<file path="src/mks_pkg.sv">
// Shared types and constants of the matrix keypad scanner.
package mks_pkg;

    localparam int HIST_BITS  = 4;
    localparam int NUM_ROWS   = 4;
    localparam int NUM_COLS   = 4;
    localparam int NUM_KEYS   = NUM_ROWS * NUM_COLS;
    localparam int NUM_REGS   = NUM_KEYS / 2;
    localparam int ROW_W      = $clog2(NUM_ROWS);
    localparam int COL_W      = $clog2(NUM_COLS);
    localparam int KEY_W      = $clog2(NUM_KEYS);
    localparam int REG_W      = $clog2(NUM_REGS);
    localparam int CODE_W     = 8;
    localparam int CFG_W      = 16;
    localparam int CFG_IDX_W  = 4;
    localparam int FIFO_DEPTH = 2;
    localparam int FIFO_PTR_W = $clog2(FIFO_DEPTH);
    localparam int FIFO_CNT_W = $clog2(FIFO_DEPTH + 1);

    typedef logic [ROW_W-1:0]  row_t;
    typedef logic [CODE_W-1:0] code_t;
    typedef logic [CFG_W-1:0]  cfg_word_t;

    // Default map: '1' '2' '3' up / '4' '5' '6' left / '7' '8' '9' down / '0' esc cr right.
    localparam logic [NUM_REGS-1:0][CFG_W-1:0] KEYCODE_RESET = {
        16'd9997, 16'd6960, 16'd10297, 16'd14391,
        16'd9526, 16'd13620, 16'd9779, 16'd12849
    };

    // One scanned row as handed from the front end to the result stage.
    typedef struct packed {
        logic  [NUM_COLS-1:0]             press;
        logic  [NUM_COLS-1:0][CODE_W-1:0] codes;
        row_t                             row;
    } scan_entry_t;

    typedef struct packed {
        logic full;
        logic empty;
    } fifo_status_t;

endpackage

</file>
<file path="src/matrix_keypad_scanner.sv">
// Top level of the 4x4 matrix keypad scanner with per-key debounce.
//
//   Channel  Handshake                  Carries
//   tick     tick_valid / tick_ready    column_levels of the row now driven low
//   cfg      cfg_valid / cfg_ready      cfg_index, cfg_data (key map words)
//   result   result_valid / result_ready key_valid, key_code, next_row, last_result
//
// A tick request is pushed into the row queue; its results are registered in the
// result stage. A tick with no press or one press gives one result, one with n
// presses gives n; ticks keep entering the two-entry row queue unless it is full.
// After reset every key is released, its history all high, the scan is on row 0 and
// the key map holds its default codes. cfg_ready is always high.
module matrix_keypad_scanner (
    input  logic                          clk,
    input  logic                          rst_n,
    input  logic                          tick_valid,
    output logic                          tick_ready,
    input  logic [mks_pkg::NUM_COLS-1:0]  column_levels,
    input  logic                          cfg_valid,
    output logic                          cfg_ready,
    input  logic [mks_pkg::CFG_IDX_W-1:0] cfg_index,
    input  logic [mks_pkg::CFG_W-1:0]     cfg_data,
    output logic                          result_valid,
    input  logic                          result_ready,
    output logic                          key_valid,
    output logic [mks_pkg::CODE_W-1:0]    key_code,
    output logic [mks_pkg::ROW_W-1:0]     next_row,
    output logic                          last_result
);
    import mks_pkg::*;

    logic          push;
    logic          pop;
    scan_entry_t   push_entry;
    scan_entry_t   head;
    fifo_status_t  fifo_status;

    assign cfg_ready = 1'b1;

    mks_front u_front (
        .clk           (clk),
        .rst_n         (rst_n),
        .tick_valid    (tick_valid),
        .tick_ready    (tick_ready),
        .column_levels (column_levels),
        .cfg_valid     (cfg_valid),
        .cfg_index     (cfg_index),
        .cfg_data      (cfg_data),
        .fifo_status   (fifo_status),
        .push          (push),
        .push_entry    (push_entry)
    );

    mks_fifo u_fifo (
        .clk        (clk),
        .rst_n      (rst_n),
        .push       (push),
        .push_entry (push_entry),
        .pop        (pop),
        .head       (head),
        .status     (fifo_status)
    );

    mks_back u_back (
        .clk          (clk),
        .rst_n        (rst_n),
        .head         (head),
        .fifo_status  (fifo_status),
        .pop          (pop),
        .result_valid (result_valid),
        .result_ready (result_ready),
        .key_valid    (key_valid),
        .key_code     (key_code),
        .next_row     (next_row),
        .last_result  (last_result)
    );

`ifndef SYNTH
    // A tick without a press always closes with its single result.
    a_idle_is_last: assert property (@(posedge clk) disable iff (!rst_n)
        result_valid && !key_valid |-> last_result && (key_code == '0))
        else $error("result without press must be last and carry a zero code");

    // The rest of a burst follows at once and belongs to the same row.
    a_burst_continues: assert property (@(posedge clk) disable iff (!rst_n)
        result_valid && result_ready && !last_result |=>
            result_valid && key_valid && (next_row == $past(next_row)))
        else $error("press burst broken or row changed inside a burst");

    // Results are never taken from an empty queue.
    a_no_underflow: assert property (@(posedge clk) disable iff (!rst_n)
        pop |-> !fifo_status.empty)
        else $error("row queue popped while empty");
`endif

endmodule

</file>
<file path="src/mks_front.sv">
// Scan front end: key map registers, per-key sample history and debounce, row counter.
module mks_front (
    input  logic                          clk,
    input  logic                          rst_n,
    input  logic                          tick_valid,
    output logic                          tick_ready,
    input  logic [mks_pkg::NUM_COLS-1:0]  column_levels,
    input  logic                          cfg_valid,
    input  logic [mks_pkg::CFG_IDX_W-1:0] cfg_index,
    input  logic [mks_pkg::CFG_W-1:0]     cfg_data,
    input  mks_pkg::fifo_status_t         fifo_status,
    output logic                          push,
    output mks_pkg::scan_entry_t          push_entry
);
    import mks_pkg::*;

    cfg_word_t              cfg_reg  [NUM_REGS];
    logic [HIST_BITS-1:0]   hist_reg [NUM_KEYS];
    logic [NUM_KEYS-1:0]    deb_reg;
    row_t                   row_reg;

    logic [HIST_BITS-1:0]   hist_next [NUM_COLS];
    logic [NUM_COLS-1:0]    deb_next;

    assign tick_ready = !fifo_status.full;
    assign push       = tick_valid && tick_ready;

    always_comb
    begin
        logic [KEY_W-1:0]     key;
        logic [HIST_BITS-1:0] h;
        cfg_word_t            word;
        push_entry.row = row_reg + 1'b1;
        for (int c = 0; c < NUM_COLS; c++)
        begin
            key  = {row_reg, COL_W'(c)};
            h    = {hist_reg[key][HIST_BITS-2:0], column_levels[c]};
            word = cfg_reg[key[KEY_W-1:1]];
            hist_next[c] = h;
            if (h == '1)
            begin
                deb_next[c] = 1'b1;
            end
            else if (h == '0)
            begin
                deb_next[c] = 1'b0;
            end
            else
            begin
                deb_next[c] = deb_reg[key];
            end
            // A press event is a released key whose whole history went low.
            push_entry.press[c] = (h == '0) && deb_reg[key];
            push_entry.codes[c] = key[0] ? word[2*CODE_W-1:CODE_W] : word[CODE_W-1:0];
        end
    end

    always_ff @(posedge clk or negedge rst_n)
    begin
        if (!rst_n)
        begin
            for (int r = 0; r < NUM_REGS; r++)
            begin
                cfg_reg[r] <= KEYCODE_RESET[r];
            end
        end
        else if (cfg_valid && (cfg_index < CFG_IDX_W'(NUM_REGS)))
        begin
            cfg_reg[cfg_index[REG_W-1:0]] <= cfg_data;
        end
    end

    always_ff @(posedge clk or negedge rst_n)
    begin
        if (!rst_n)
        begin
            row_reg <= '0;
            deb_reg <= '1;
            for (int k = 0; k < NUM_KEYS; k++)
            begin
                hist_reg[k] <= '1;
            end
        end
        else if (push)
        begin
            row_reg <= row_reg + 1'b1;
            for (int c = 0; c < NUM_COLS; c++)
            begin
                hist_reg[{row_reg, COL_W'(c)}] <= hist_next[c];
                deb_reg[{row_reg, COL_W'(c)}]  <= deb_next[c];
            end
        end
    end

endmodule

</file>
<file path="src/mks_fifo.sv">
// Short queue of scanned rows between the front end and the result stage.
module mks_fifo (
    input  logic                  clk,
    input  logic                  rst_n,
    input  logic                  push,
    input  mks_pkg::scan_entry_t  push_entry,
    input  logic                  pop,
    output mks_pkg::scan_entry_t  head,
    output mks_pkg::fifo_status_t status
);
    import mks_pkg::*;

    scan_entry_t             mem_reg [FIFO_DEPTH];
    logic [FIFO_PTR_W-1:0]   wr_ptr_reg;
    logic [FIFO_PTR_W-1:0]   rd_ptr_reg;
    logic [FIFO_CNT_W-1:0]   count_reg;

    function automatic logic [FIFO_PTR_W-1:0] ptr_inc(input logic [FIFO_PTR_W-1:0] p);
        return (p == FIFO_PTR_W'(FIFO_DEPTH - 1)) ? '0 : p + 1'b1;
    endfunction

    assign head         = mem_reg[rd_ptr_reg];
    assign status.full  = (count_reg == FIFO_CNT_W'(FIFO_DEPTH));
    assign status.empty = (count_reg == '0);

    always_ff @(posedge clk)
    begin
        if (push)
        begin
            mem_reg[wr_ptr_reg] <= push_entry;
        end
    end

    always_ff @(posedge clk or negedge rst_n)
    begin
        if (!rst_n)
        begin
            wr_ptr_reg <= '0;
            rd_ptr_reg <= '0;
            count_reg  <= '0;
        end
        else
        begin
            if (push)
            begin
                wr_ptr_reg <= ptr_inc(wr_ptr_reg);
            end
            if (pop)
            begin
                rd_ptr_reg <= ptr_inc(rd_ptr_reg);
            end
            if (push && !pop)
            begin
                count_reg <= count_reg + 1'b1;
            end
            else if (pop && !push)
            begin
                count_reg <= count_reg - 1'b1;
            end
        end
    end

endmodule

</file>
<file path="src/mks_back.sv">
// Result stage: per row, one result per press, lowest column first, or one if none.
module mks_back (
    input  logic                       clk,
    input  logic                       rst_n,
    input  mks_pkg::scan_entry_t       head,
    input  mks_pkg::fifo_status_t      fifo_status,
    output logic                       pop,
    output logic                       result_valid,
    input  logic                       result_ready,
    output logic                       key_valid,
    output logic [mks_pkg::CODE_W-1:0] key_code,
    output logic [mks_pkg::ROW_W-1:0]  next_row,
    output logic                       last_result
);
    import mks_pkg::*;

    scan_entry_t          held_reg;
    logic                 busy_reg;
    logic                 out_valid_reg;
    logic                 key_valid_reg;
    code_t                key_code_reg;
    row_t                 next_row_reg;
    logic                 last_reg;

    scan_entry_t          src;
    logic                 src_avail;
    logic                 load;
    logic [COL_W-1:0]     sel;
    logic [NUM_COLS-1:0]  rem;

    assign src       = busy_reg ? held_reg : head;
    assign src_avail = busy_reg || !fifo_status.empty;
    assign load      = src_avail && (!out_valid_reg || result_ready);
    assign pop       = load && !busy_reg;
    // Clearing the lowest set bit leaves the presses still to be sent.
    assign rem       = src.press & (src.press - 1'b1);

    always_comb
    begin
        sel = '0;
        for (int c = NUM_COLS - 1; c >= 0; c--)
        begin
            if (src.press[c])
            begin
                sel = COL_W'(c);
            end
        end
    end

    always_ff @(posedge clk or negedge rst_n)
    begin
        if (!rst_n)
        begin
            busy_reg      <= 1'b0;
            out_valid_reg <= 1'b0;
        end
        else
        begin
            if (load)
            begin
                busy_reg      <= (rem != '0);
                out_valid_reg <= 1'b1;
            end
            else if (result_ready)
            begin
                out_valid_reg <= 1'b0;
            end
        end
    end

    always_ff @(posedge clk)
    begin
        if (load)
        begin
            held_reg.press <= rem;
            held_reg.codes <= src.codes;
            held_reg.row   <= src.row;
            key_valid_reg  <= (src.press != '0);
            key_code_reg   <= (src.press != '0) ? src.codes[sel] : '0;
            next_row_reg   <= src.row;
            last_reg       <= (rem == '0);
        end
    end

    assign result_valid = out_valid_reg;
    assign key_valid    = key_valid_reg;
    assign key_code     = key_code_reg;
    assign next_row     = next_row_reg;
    assign last_result  = last_reg;

endmodule
</file>
<file path="config.mk">
export PLATFORM = sky130hd
export DESIGN_NAME = matrix_keypad_scanner
export DESIGN_NICKNAME = d
export VERILOG_FILES = /design/src/mks_pkg.sv /design/src/matrix_keypad_scanner.sv /design/src/mks_front.sv /design/src/mks_fifo.sv /design/src/mks_back.sv
export SDC_FILE = /design/constraint.sdc
export NUM_CORES = 1
export LEC_CHECK = 0
export BUFFER_PORTS_ARGS = -buffer_cell sky130_fd_sc_hd__buf_2
export CAP_MARGIN = 20
export CORE_AREA = 2 2 223 159
export CTS_CLUSTER_DIAMETER = 40
export CTS_CLUSTER_SIZE = 28
export DETAILED_ROUTE_END_ITERATION = 8
export DIE_AREA = 0 0 225 161
export PLACE_DENSITY = 0.58
export SETUP_SLACK_MARGIN = 0.15
export SYNTH_ARGS = -nofsm -noshare
export SYNTH_HDL_FRONTEND = slang
export SYNTH_HIERARCHICAL = 1
export SYNTH_SLANG_ARGS = --single-unit
</file>
<file path="constraint.sdc">
create_clock -name clk -period 6.3 [get_ports clk]
set_input_delay 0.945 -clock clk [delete_from_list [all_inputs] [get_ports clk]]
set_output_delay 0.945 -clock clk [all_outputs]
set_load 0.01 [all_outputs]
</file>
==> results.md, run 1 <==
- CTS H-tree lvls: 2
- Cts-stage hold buffer count: 0
- Mapped Cells: around 850
- R2R depth: 4
- Clk slew on worst S/H paths: roughly 60 ps
- Post-CTS sizing: 0
- Die Span X: roughly 230 µm
- DRT iter0 DRCs: 417
- Yosys cell types: 52
- I/O Pins: 44
- Critical path's top delay family: flip-flops
- Top FF cell, synth: dfstp_2
- DR DRC count: 0
- RSZ-0062 raised after global routing: no
- Die Ht: between 150 and 200 µm
- Worst hold path class: flop to flop
- #FFs+latches synth: between 300 and 400
- Max Cap Viol: 0
- Max reg flops: roughly 130
- Static leakage: roughly 6.2 nW
- DR vias: ~7500
- Initial core utilization: 41.5%
- Count leader, synth: mux2_2
- Total Wirelength: 28700 µm
- Slew Limit Fails: 0
- Max Root-Sink Buffers: 3
- Mean Syn Cell Area: roughly 17 µm²
- Yosys warning count: 6
- Post-CTS Setup Bufs: 0
- Synthesis-to-layout area growth: 14.2%
- Worst path bufs/invs: 1
- Critical Path Fanout Max: 32
- GPL Wtd Cong: ~0.75
- Status: finished clean
- Reg2Reg Launch Point: u_front/row_reg[0]
- Slew HR: 26.5%
- Vias per inst: between 5 and 6
- Layout Skew: 16.7 ps
- First-pass DRT Iterations: 4
- Root Buffer Master: clkbuf_16
- Layout cell share with drive strength beyond 1: between 50% and 60%
- Power per Cell Area: between 500 and 600 nW/µm²
- Wire per inst: 20.8 µm
- Fmax: approximately 350 MHz
- Largest net degree at the start of global routing: 86
- CP required: 6570 ps
- Setup tns final: 0 ps
- FF-to-FF setup slack: 3410 ps
- Total clock sinks: between 300 and 400
- Seq/Total Area, Yosys: 61.1%
- Post-layout min period: slightly below 3000 ps
- Final non-filler cell total: 1382
- Cell breakdown of the critical path: buf_4 -> mux4_2 -> nand2b_1 -> nor4_1
- FF-to-FF End: u_fifo/mem_reg[1][37]
- Commonest cells post-synth: mux2_2 (224), dfstp_2 (118), edfxtp_1 (117), dfrtp_1 (82), mux4_2 (48)
- Setup crit start: u_front/row_reg[0]
- Die area: 36200 µm²
- Synth Cell Area: about 14000 µm²
- Vias in the first global route: 7632
- Rows: 57
- Critical path endpoint category: flop
- DP HPWL: 17700 µm
- Crit path launch type: flop
- CTS tree: done
- Biggest area consumer among synthesized cells: edfxtp_1
- CTS Buf Count: 40
- Fin. Hold Viols: 0
- Initial antenna violation count: 5
- Total track usage: between 10% and 20%
- Remaining global-route overflow: 0
- First-pass GRT wire length: 45600 µm
- Area contributors post-synth: edfxtp_1 (25%), dfstp_2 (22%), mux2_2 (18%)
- Final setup violation count: 0
- Worst skew pair latency: around 540 ps
- Post-synth EDFFs: approximately 120
- Worst-margin pin slew: about 1100 ps
- Critical Path AT: roughly 3200 ps
- Min-Delay Path Depth: 2
- Asr flop ratio synth: 63.1%
- Fin crit share: between 40% and 50%
- Nets: 940
- Antenna Nets Post-Route: 0
- PortBufs: 42
- Critical Path Max Stage Delay: between 700 and 800 ps
- Syn_nets: 888
- End of the worst hold path: u_front/deb_reg[0]
- Slowest CP cell: dfrtp_4
- Crit Path Category: flop to flop
- Peak VDD IR: ~240 µV
- Synth top area share: between 20% and 30%
- Min-Delay Startpoint: u_front/deb_reg[0]
- Core area: about 34000 µm²
- Placed insts: roughly 1300
==> cell type report <==
type,instances,area [µm²]
sequential,317,8670
tap,442,553
multi-input combinational,460,5140
clock buffer,49,1120
clock inverter,25,209
antenna,2,5.00
timing repair buffer,60,394
fill,2911,18000
inverter,27,101
==> cell families (layout without fill, tap and decap cells) <==
group | Yosys count | count (layout) | share of synthesized area, %
other cells | 1 | 3 | 0.0264
fa+ha+maj | 7 | 7 | 0.582
simple gates | 78 | 78 | 3.31
xor+xnor | 6 | 6 | 0.370
flops | 317 | 317 | 61.1
mux | 293 | 293 | 27.2
compound gates | 75 | 75 | 4.58
buf+inv | 77 | 161 | 2.82
==> layout by cell type (no fill, tap or decap), types with 4 or more instances in the layout <==
cell | Yosys | routed
a221oi_1 | 12 | 12
a221oi_2 | 4 | 4
a311oi_1 | 16 | 16
buf_2 | 17 | 41
buf_4 | 6 | 16
clkbuf_1 | 13 | 4
clkbuf_16 | 0 | 43
clkinv_4 | 0 | 10
dfrtp_1 | 82 | 78
dfstp_2 | 118 | 118
edfxtp_1 | 117 | 117
ha_1 | 5 | 5
inv_1 | 27 | 27
inv_6 | 0 | 5
mux2_2 | 224 | 224
mux2_4 | 10 | 10
mux2i_1 | 11 | 11
mux4_2 | 48 | 48
nand2b_1 | 10 | 10
nand3b_1 | 7 | 7
nor2_1 | 26 | 25
nor2b_1 | 6 | 5
nor3_1 | 8 | 8
o21ai_0 | 17 | 17
o22ai_1 | 7 | 7
o31ai_1 | 6 | 6
o31ai_4 | 4 | 4
xor2_1 | 4 | 4
==> worst reg2reg max path: cells and delay by family, from the launching register on <==
family / cells / cell delay, ps
buf+inv: 1 / 660
mux: 1 / 680
flops: 1 / 710
simple gates: 2 / 570
==> how the worst max path moves through the flow <==
stage / to / slack, ps / cells past startpoint
5_1_grt: u_fifo/mem_reg[1][37] / 3180 / 4
3_3_place_gp: u_front/deb_reg[8] / 3400 / 5
2_1_floorplan: u_fifo/mem_reg[0][0] / 2620 / 3
3_5_place_dp: u_fifo/mem_reg[0][37] / 3340 / 4
6_report: u_fifo/mem_reg[1][37] / 3410 / 4
4_1_cts: u_fifo/mem_reg[1][37] / 3320 / 4
==> metrics by stage <==
step / area [µm²] / setup slack, ps / total power [mW] / hold slack (ps) / utilization (%)
5_1_grt: 16200 / 3180 / 9.40 / 494 / 47.4
3_3_place_gp: 14800 / 3400 / 6.61 / 464 / 43.4
3_5_place_dp: 14900 / 3340 / 6.70 / 468 / 43.5
2_1_floorplan: 14200 / 2620 / 5.90 / 453 / -
4_1_cts: 16200 / 3320 / 8.98 / 477 / 47.4
6_report: 16200 / 3410 / 8.87 / 473 / 47.4
==> where the power goes <==
part           total, mW  internal (mW)  switching (mW)
clock               2.23           1.30           0.933
combinational       3.00           1.40            1.61
sequential          3.64           3.31           0.331
==> per-layer routing <==
metal / wire length [µm] / up-vias / GRT usage (%)
met1: 14500 / 3925 / 25.8
li1: - / 3400 / -
met2: 12300 / 137 / 22.8
met3: 1460 / 30 / 3.93
met4: 376 / 4 / 4.15
met5: 18 / - / 0
Power figures use the tool's default switching activity.
==> run 2: changes to the inputs <==
- clock period: 6.3 -> 2.75 ns (I/O delays scaled with it)
==> results.md, run 2 (synthesis results as in run 1) <==
- Max Cap Viol: 0
- DP HPWL: around 18000 µm
- Crit path launch type: flop
- GPL Wtd Cong: about 0.75
- DR vias: ~7500
- Synthesis-to-layout area growth: 16.0%
- Post-Place Worst Slack: roughly 460 ps
- Cts-stage hold buffer count: 1
- Slew HR: roughly 61%
- Most frequent cells in the layout: mux2_2 (224), dfstp_2 (118), edfxtp_1 (117)
- CTS Buf Count: 40
- Leading cell type in the layout, fill and taps excluded: mux2_2
- Vias per inst: ~5.4
- Worst skew pair latency: ~540 ps
- Worst-margin pin slew: just under 600 ps
- Worst hold path class: input port to flop
- First-pass DRT Iterations: 4
- Rows: 57
- PortBufs: 42
- Fin area: 16500 µm²
- M2 GR Usage: about 24%
- Die area: 36200 µm²
- Layout Skew: approximately 21 ps
- Filler cell count in the final layout: 2890
- Initial core utilization: approximately two fifths
- RSZ-0062 raised after global routing: no
- Worst setup margin: a little under 500 ps
- Total clock sinks: ~320
- Multi-input logic area: 5140 µm²
- Post-layout min period: 2250 ps
- Seq. cell area: roughly 8700 µm²
- Slew Limit Fails: 0
- Peak VDD IR: 477 µV
- DR DRC count: 0
- Total Wirelength: 29600 µm
- Post-CTS Setup Bufs: 0
- Die Ht: around 160 µm
- Critical Path AT: roughly 2700 ps
- GR peak layer: met1
- Vias in the first global route: 7872
- Worst path bufs/invs: 2
- Status: finished clean
- Max reg flops: approximately 130
- Slowest CP cell: mux4_2
- Static leakage: approximately 6.3 nW
- Max Root-Sink Buffers: 3
- Largest net degree at the start of global routing: between 60 and 70
- Critical path's top delay family: multiplexers
- Post-CTS sizing: 0
- Fmax: ~440 MHz
- Layout cell share with drive strength beyond 1: between 60% and 70%
- Met3 Track Usage GR: 3.13%
- CP required: roughly 3200 ps
- Power per Cell Area: about 1300 nW/µm²
- Critical Path Max Stage Delay: 670 ps
- Wire per inst: approximately 21 µm
- Crit Path Category: flop to flop
- Nets: roughly 960
- GR met1 Demand/Resource: 26.4%
- Setup tns final: 0 ps
- Clk slew on worst S/H paths: about 70 ps
- Antenna Nets Post-Route: 0
- Final setup violation count: 0
- Root Buffer Master: clkbuf_16
- CTS H-tree lvls: 2
- I/O Pins: 44
- Cell breakdown of the critical path: buf_4 -> mux4_2 -> nor4_1 -> buf_4
- Util after Layout: 48.2%
- Critical path endpoint category: flop
- Remaining global-route overflow: 0
- First-pass GRT wire length: roughly 47000 µm
- Core area: ~34000 µm²
- Die Span X: 225 µm
- Critical Path Fanout Max: 15
- CP most frequent cell: buf_4
- Fin crit share: 82.0%
- Initial antenna violation count: 2
- Total track usage: 17.0%
- Dpl cell area: ~15000 µm²
- CTS tree: done
- DRT iter0 DRCs: 409
- Fin. Hold Viols: 0
-- run 2: final timing paths --
check | from | endpoint | slack [ps] | cells past startpoint
setup reg to reg | u_front/row_reg[0] | u_fifo/mem_reg[0][36] | 500 | 4
min in group asynchronous | rst_n | u_front/cfg_reg[46] | 440 | 2
hold reg to reg | u_front/deb_reg[11] | u_front/deb_reg[11] | 480 | 2
max in group asynchronous | rst_n | u_front/cfg_reg[60] | 1480 | 3
hold / removal | cfg_data[2] | u_front/cfg_reg[18] | 220 | 2
setup / recovery | u_front/row_reg[0] | u_fifo/mem_reg[0][36] | 500 | 4
-- run 2: stage by stage --
step | std cells | total power, mW | hold WS [ps]
finish | 1396 | 20.7 | 222
global placement | 1320 | 15.3 | 453
floorplan | 854 | 13.5 | 117
CTS | 1395 | 21.0 | 196
detailed placement | 1320 | 15.4 | 446
global route | 1395 | 21.9 | 222
-- run 2: routing by layer --
layer,wire [µm],up-vias
met3,1180,46
li1,-,3425
met4,538,0
met1,15200,3938
met2,12600,135
met5,0,-
-- run 2: report_power, final --
part	internal, mW	leakage (nW)	total [mW]	switching [mW]
logic	3.33	2.29	6.81	3.48
clock network	3.27	0.686	5.45	2.18
registers	7.57	3.35	8.47	0.907
-- run 2: area by class of cell --
cell class,instances,share of cell area [%]
Antenna cell,1,0.0152
Clock buffer,50,7.02
Clock inverter,24,1.60
Inverter,27,0.616
Multi-Input combinational cell,460,31.2
Sequential cell,317,52.7
Tap cell,442,3.36
Timing Repair Buffer,75,3.46
==> run 3: changes to the inputs <==
- ABC_AREA: not set -> 1
- CORE_AREA: 2 2 223 159 -> 2 2 225 160
- DIE_AREA: 0 0 225 161 -> 0 0 227 162
- clock period: 2.75 -> 2.3 ns (I/O delays scaled with it)
==> results.md, run 3 <==
- Worst-margin pin slew: roughly 640 ps
- Crit path launch type: flop
- Root Buffer Master: clkbuf_16
- Vias per inst: 5.04
- GR peak layer: met1
- Initial core utilization: a little over two fifths
- Max reg flops: 128
- Fin crit share: approximately 86%
- Fin. Hold Viols: 0
- CP required: about 2700 ps
- DP HPWL: between 20000 and 25000 µm
- Synth top area share: roughly a quarter
- Max Root-Sink Buffers: 3
- Core area: 34500 µm²
- Static leakage: 6.84 nW
- Critical Path AT: between 2000 and 2500 ps
- DR vias: ~10000
- Layout cell share with drive strength beyond 1: about 26%
- CTS Buf Count: 36
- Total power: between 20 and 30 mW
- Met3 Track Usage GR: between 3 and 4%
- Asr flop ratio synth: between 60% and 70%
- Peak VDD IR: just under 700 µV
- Top FF cell, synth: edfxtp_1
- Initial antenna violation count: 0
- Post-synth EDFFs: ~120
- Count leader, synth: nand2_1
- Fmax: roughly 500 MHz
- Filler cell count in the final layout: 3284
- Slew HR: 57.2%
- Total Wirelength: roughly 34000 µm
- Synth Cell Area: 14400 µm²
- Mapped Cells: 1439
- Most frequent cells in the layout: nand2_1 (301), o21ai_0 (264), edfxtp_1 (123)
- Die Span X: around 230 µm
- Worst hold path class: input port to flop
- PortBufs: 42
- Yosys cell types: 40
- Nets: between 1500 and 2000
- Clk slew on worst S/H paths: 60 ps
- Worst skew pair latency: between 500 and 600 ps
- Mean Syn Cell Area: ~10 µm²
- RSZ-0062 raised after global routing: no
- GPL Wtd Cong: slightly below 0.8
- Crit Path Category: flop to flop
- I/O Pins: 44
- Die Ht: ~160 µm
- Seq. cell area: 8850 µm²
- M2 GR Usage: about a quarter
- Synthesis-to-layout area growth: 14.6%
- Layout Skew: 20.4 ps
- Syn_nets: 1473
- Area contributors post-synth: edfxtp_1 (26%), dfstp_2 (22%), dfrtp_1 (14%)
- Largest net degree at the start of global routing: 83
- Antenna Nets Post-Route: 0
- #FFs+latches synth: 323
- Rows: between 50 and 60
- Total track usage: 19.2%
- Final setup violation count: 0
- GR met1 Demand/Resource: 33.3%
- Util after Layout: a little under half
- Post-layout min period: a little under 2000 ps
- First-pass GRT wire length: 55000 µm
- Setup tns final: 0 ps
- CTS tree: done
- Multi-input logic area: 4720 µm²
- Slew Limit Fails: 0
- First-pass DRT Iterations: 5
- DR DRC count: 0
- DRT iter0 DRCs: roughly 930
- Biggest area consumer among synthesized cells: edfxtp_1
- Wire per inst: about 17 µm
- Critical Path Fanout Max: 17
- Leading cell type in the layout, fill and taps excluded: nand2_1
- Max Cap Viol: 0
- Die area: between 30000 and 40000 µm²
- Total clock sinks: approximately 320
- Remaining global-route overflow: 0
- Seq/Total Area, Yosys: between 60% and 70%
- CTS H-tree lvls: 2
- Commonest cells post-synth: nand2_1 (303), o21ai_0 (266), edfxtp_1 (123), dfstp_2 (118), inv_1 (95)
- Critical path endpoint category: flop
- Power per Cell Area: about 1500 nW/µm²
- Yosys warning count: 6
- Vias in the first global route: slightly above 9000
- Hold WS: approximately 49 ps
- Status: finished clean
run 3: changes by cell type after synthesis, sizes merged, moves of 61 or more:
cell / previous run / this run
nand3: 0 / 61
inv: 27 / 101
nand2: 4 / 335
nor2: 28 / 97
o21ai: 18 / 291
mux2: 234 / 38
run 3: per-stage QoR:
stage	instances	cell area (µm²)	worst slack, ps
final	1976	16500	315
after global routing	1975	16500	190
after CTS	1973	16500	216
after detailed placement	1908	15200	218
after global placement	1908	15200	274
after floorplan	1439	14400	-45.4
run 3: kinds of logic after synthesis:
family	count (synthesis)	synth area share [%]
flip-flops	323	61.4
multiplexers	38	3.23
AND/OR/NAND/NOR	531	16.0
adder cells (fa/ha/maj)	5	0.434
buffers and inverters	187	6.02
other	1	0.0260
AO/OA/AOI/OAI	350	12.6
XOR/XNOR	4	0.243
run 3: layer usage:
metal  wire length [µm]  vias up
met5                  0        -
met2              13000      278
li1                   -     4878
met4                456        0
met1              18600     4761
met3               2030       39
run 3: final timing paths:
check,from,end,slack (ps),depth (start not counted)
worst max-delay path,u_fifo/rd_ptr_reg,u_back/key_code[5],320,8
min in group asynchronous,rst_n,u_front/cfg_reg[99],420,2
worst max register to register,u_fifo/rd_ptr_reg,u_back/key_code[5],320,8
max in group asynchronous,rst_n,u_front/cfg_reg[105],1130,3
worst min-delay path,cfg_data[14],u_front/cfg_reg[46],50,3
worst min register to register,u_front/deb_reg[6],u_front/deb_reg[6],470,2
run 3: layout make-up:
type | instances | area share (%)
sequential | 323 | 53.6
multi-input combinational | 929 | 28.6
clock buffer | 44 | 5.89
timing repair buffer | 86 | 4.41
tap | 472 | 3.58
inverter | 101 | 2.35
clock inverter | 20 | 1.55
antenna | 1 | 0.0152
run 3: critical path, cell delays in order (launching register included):
cell and delay [ps]:
dfrtp_2 450, buf_4 160, mux2_2 340, nand2_2 130, buf_4 260, nand2_4 160, nand2_1 110, nand3_1 80
a21oi_1 150
run 3: repair_timing:
item / CTS / global route
setup endpoints to repair: 0 / 4
endpoints found under the hold margin: 18 / 0
gates resized for setup: 0 / 2
hold buffers: 1 / 0
setup buffers: 0 / 2
run 3: power breakdown:
part,leakage (nW),internal [mW],switching (mW)
Combinational,2.84,3.24,5.97
Clock,0.584,3.52,2.41
Sequential,3.42,9.12,0.811
Total,6.84,15.9,9.19
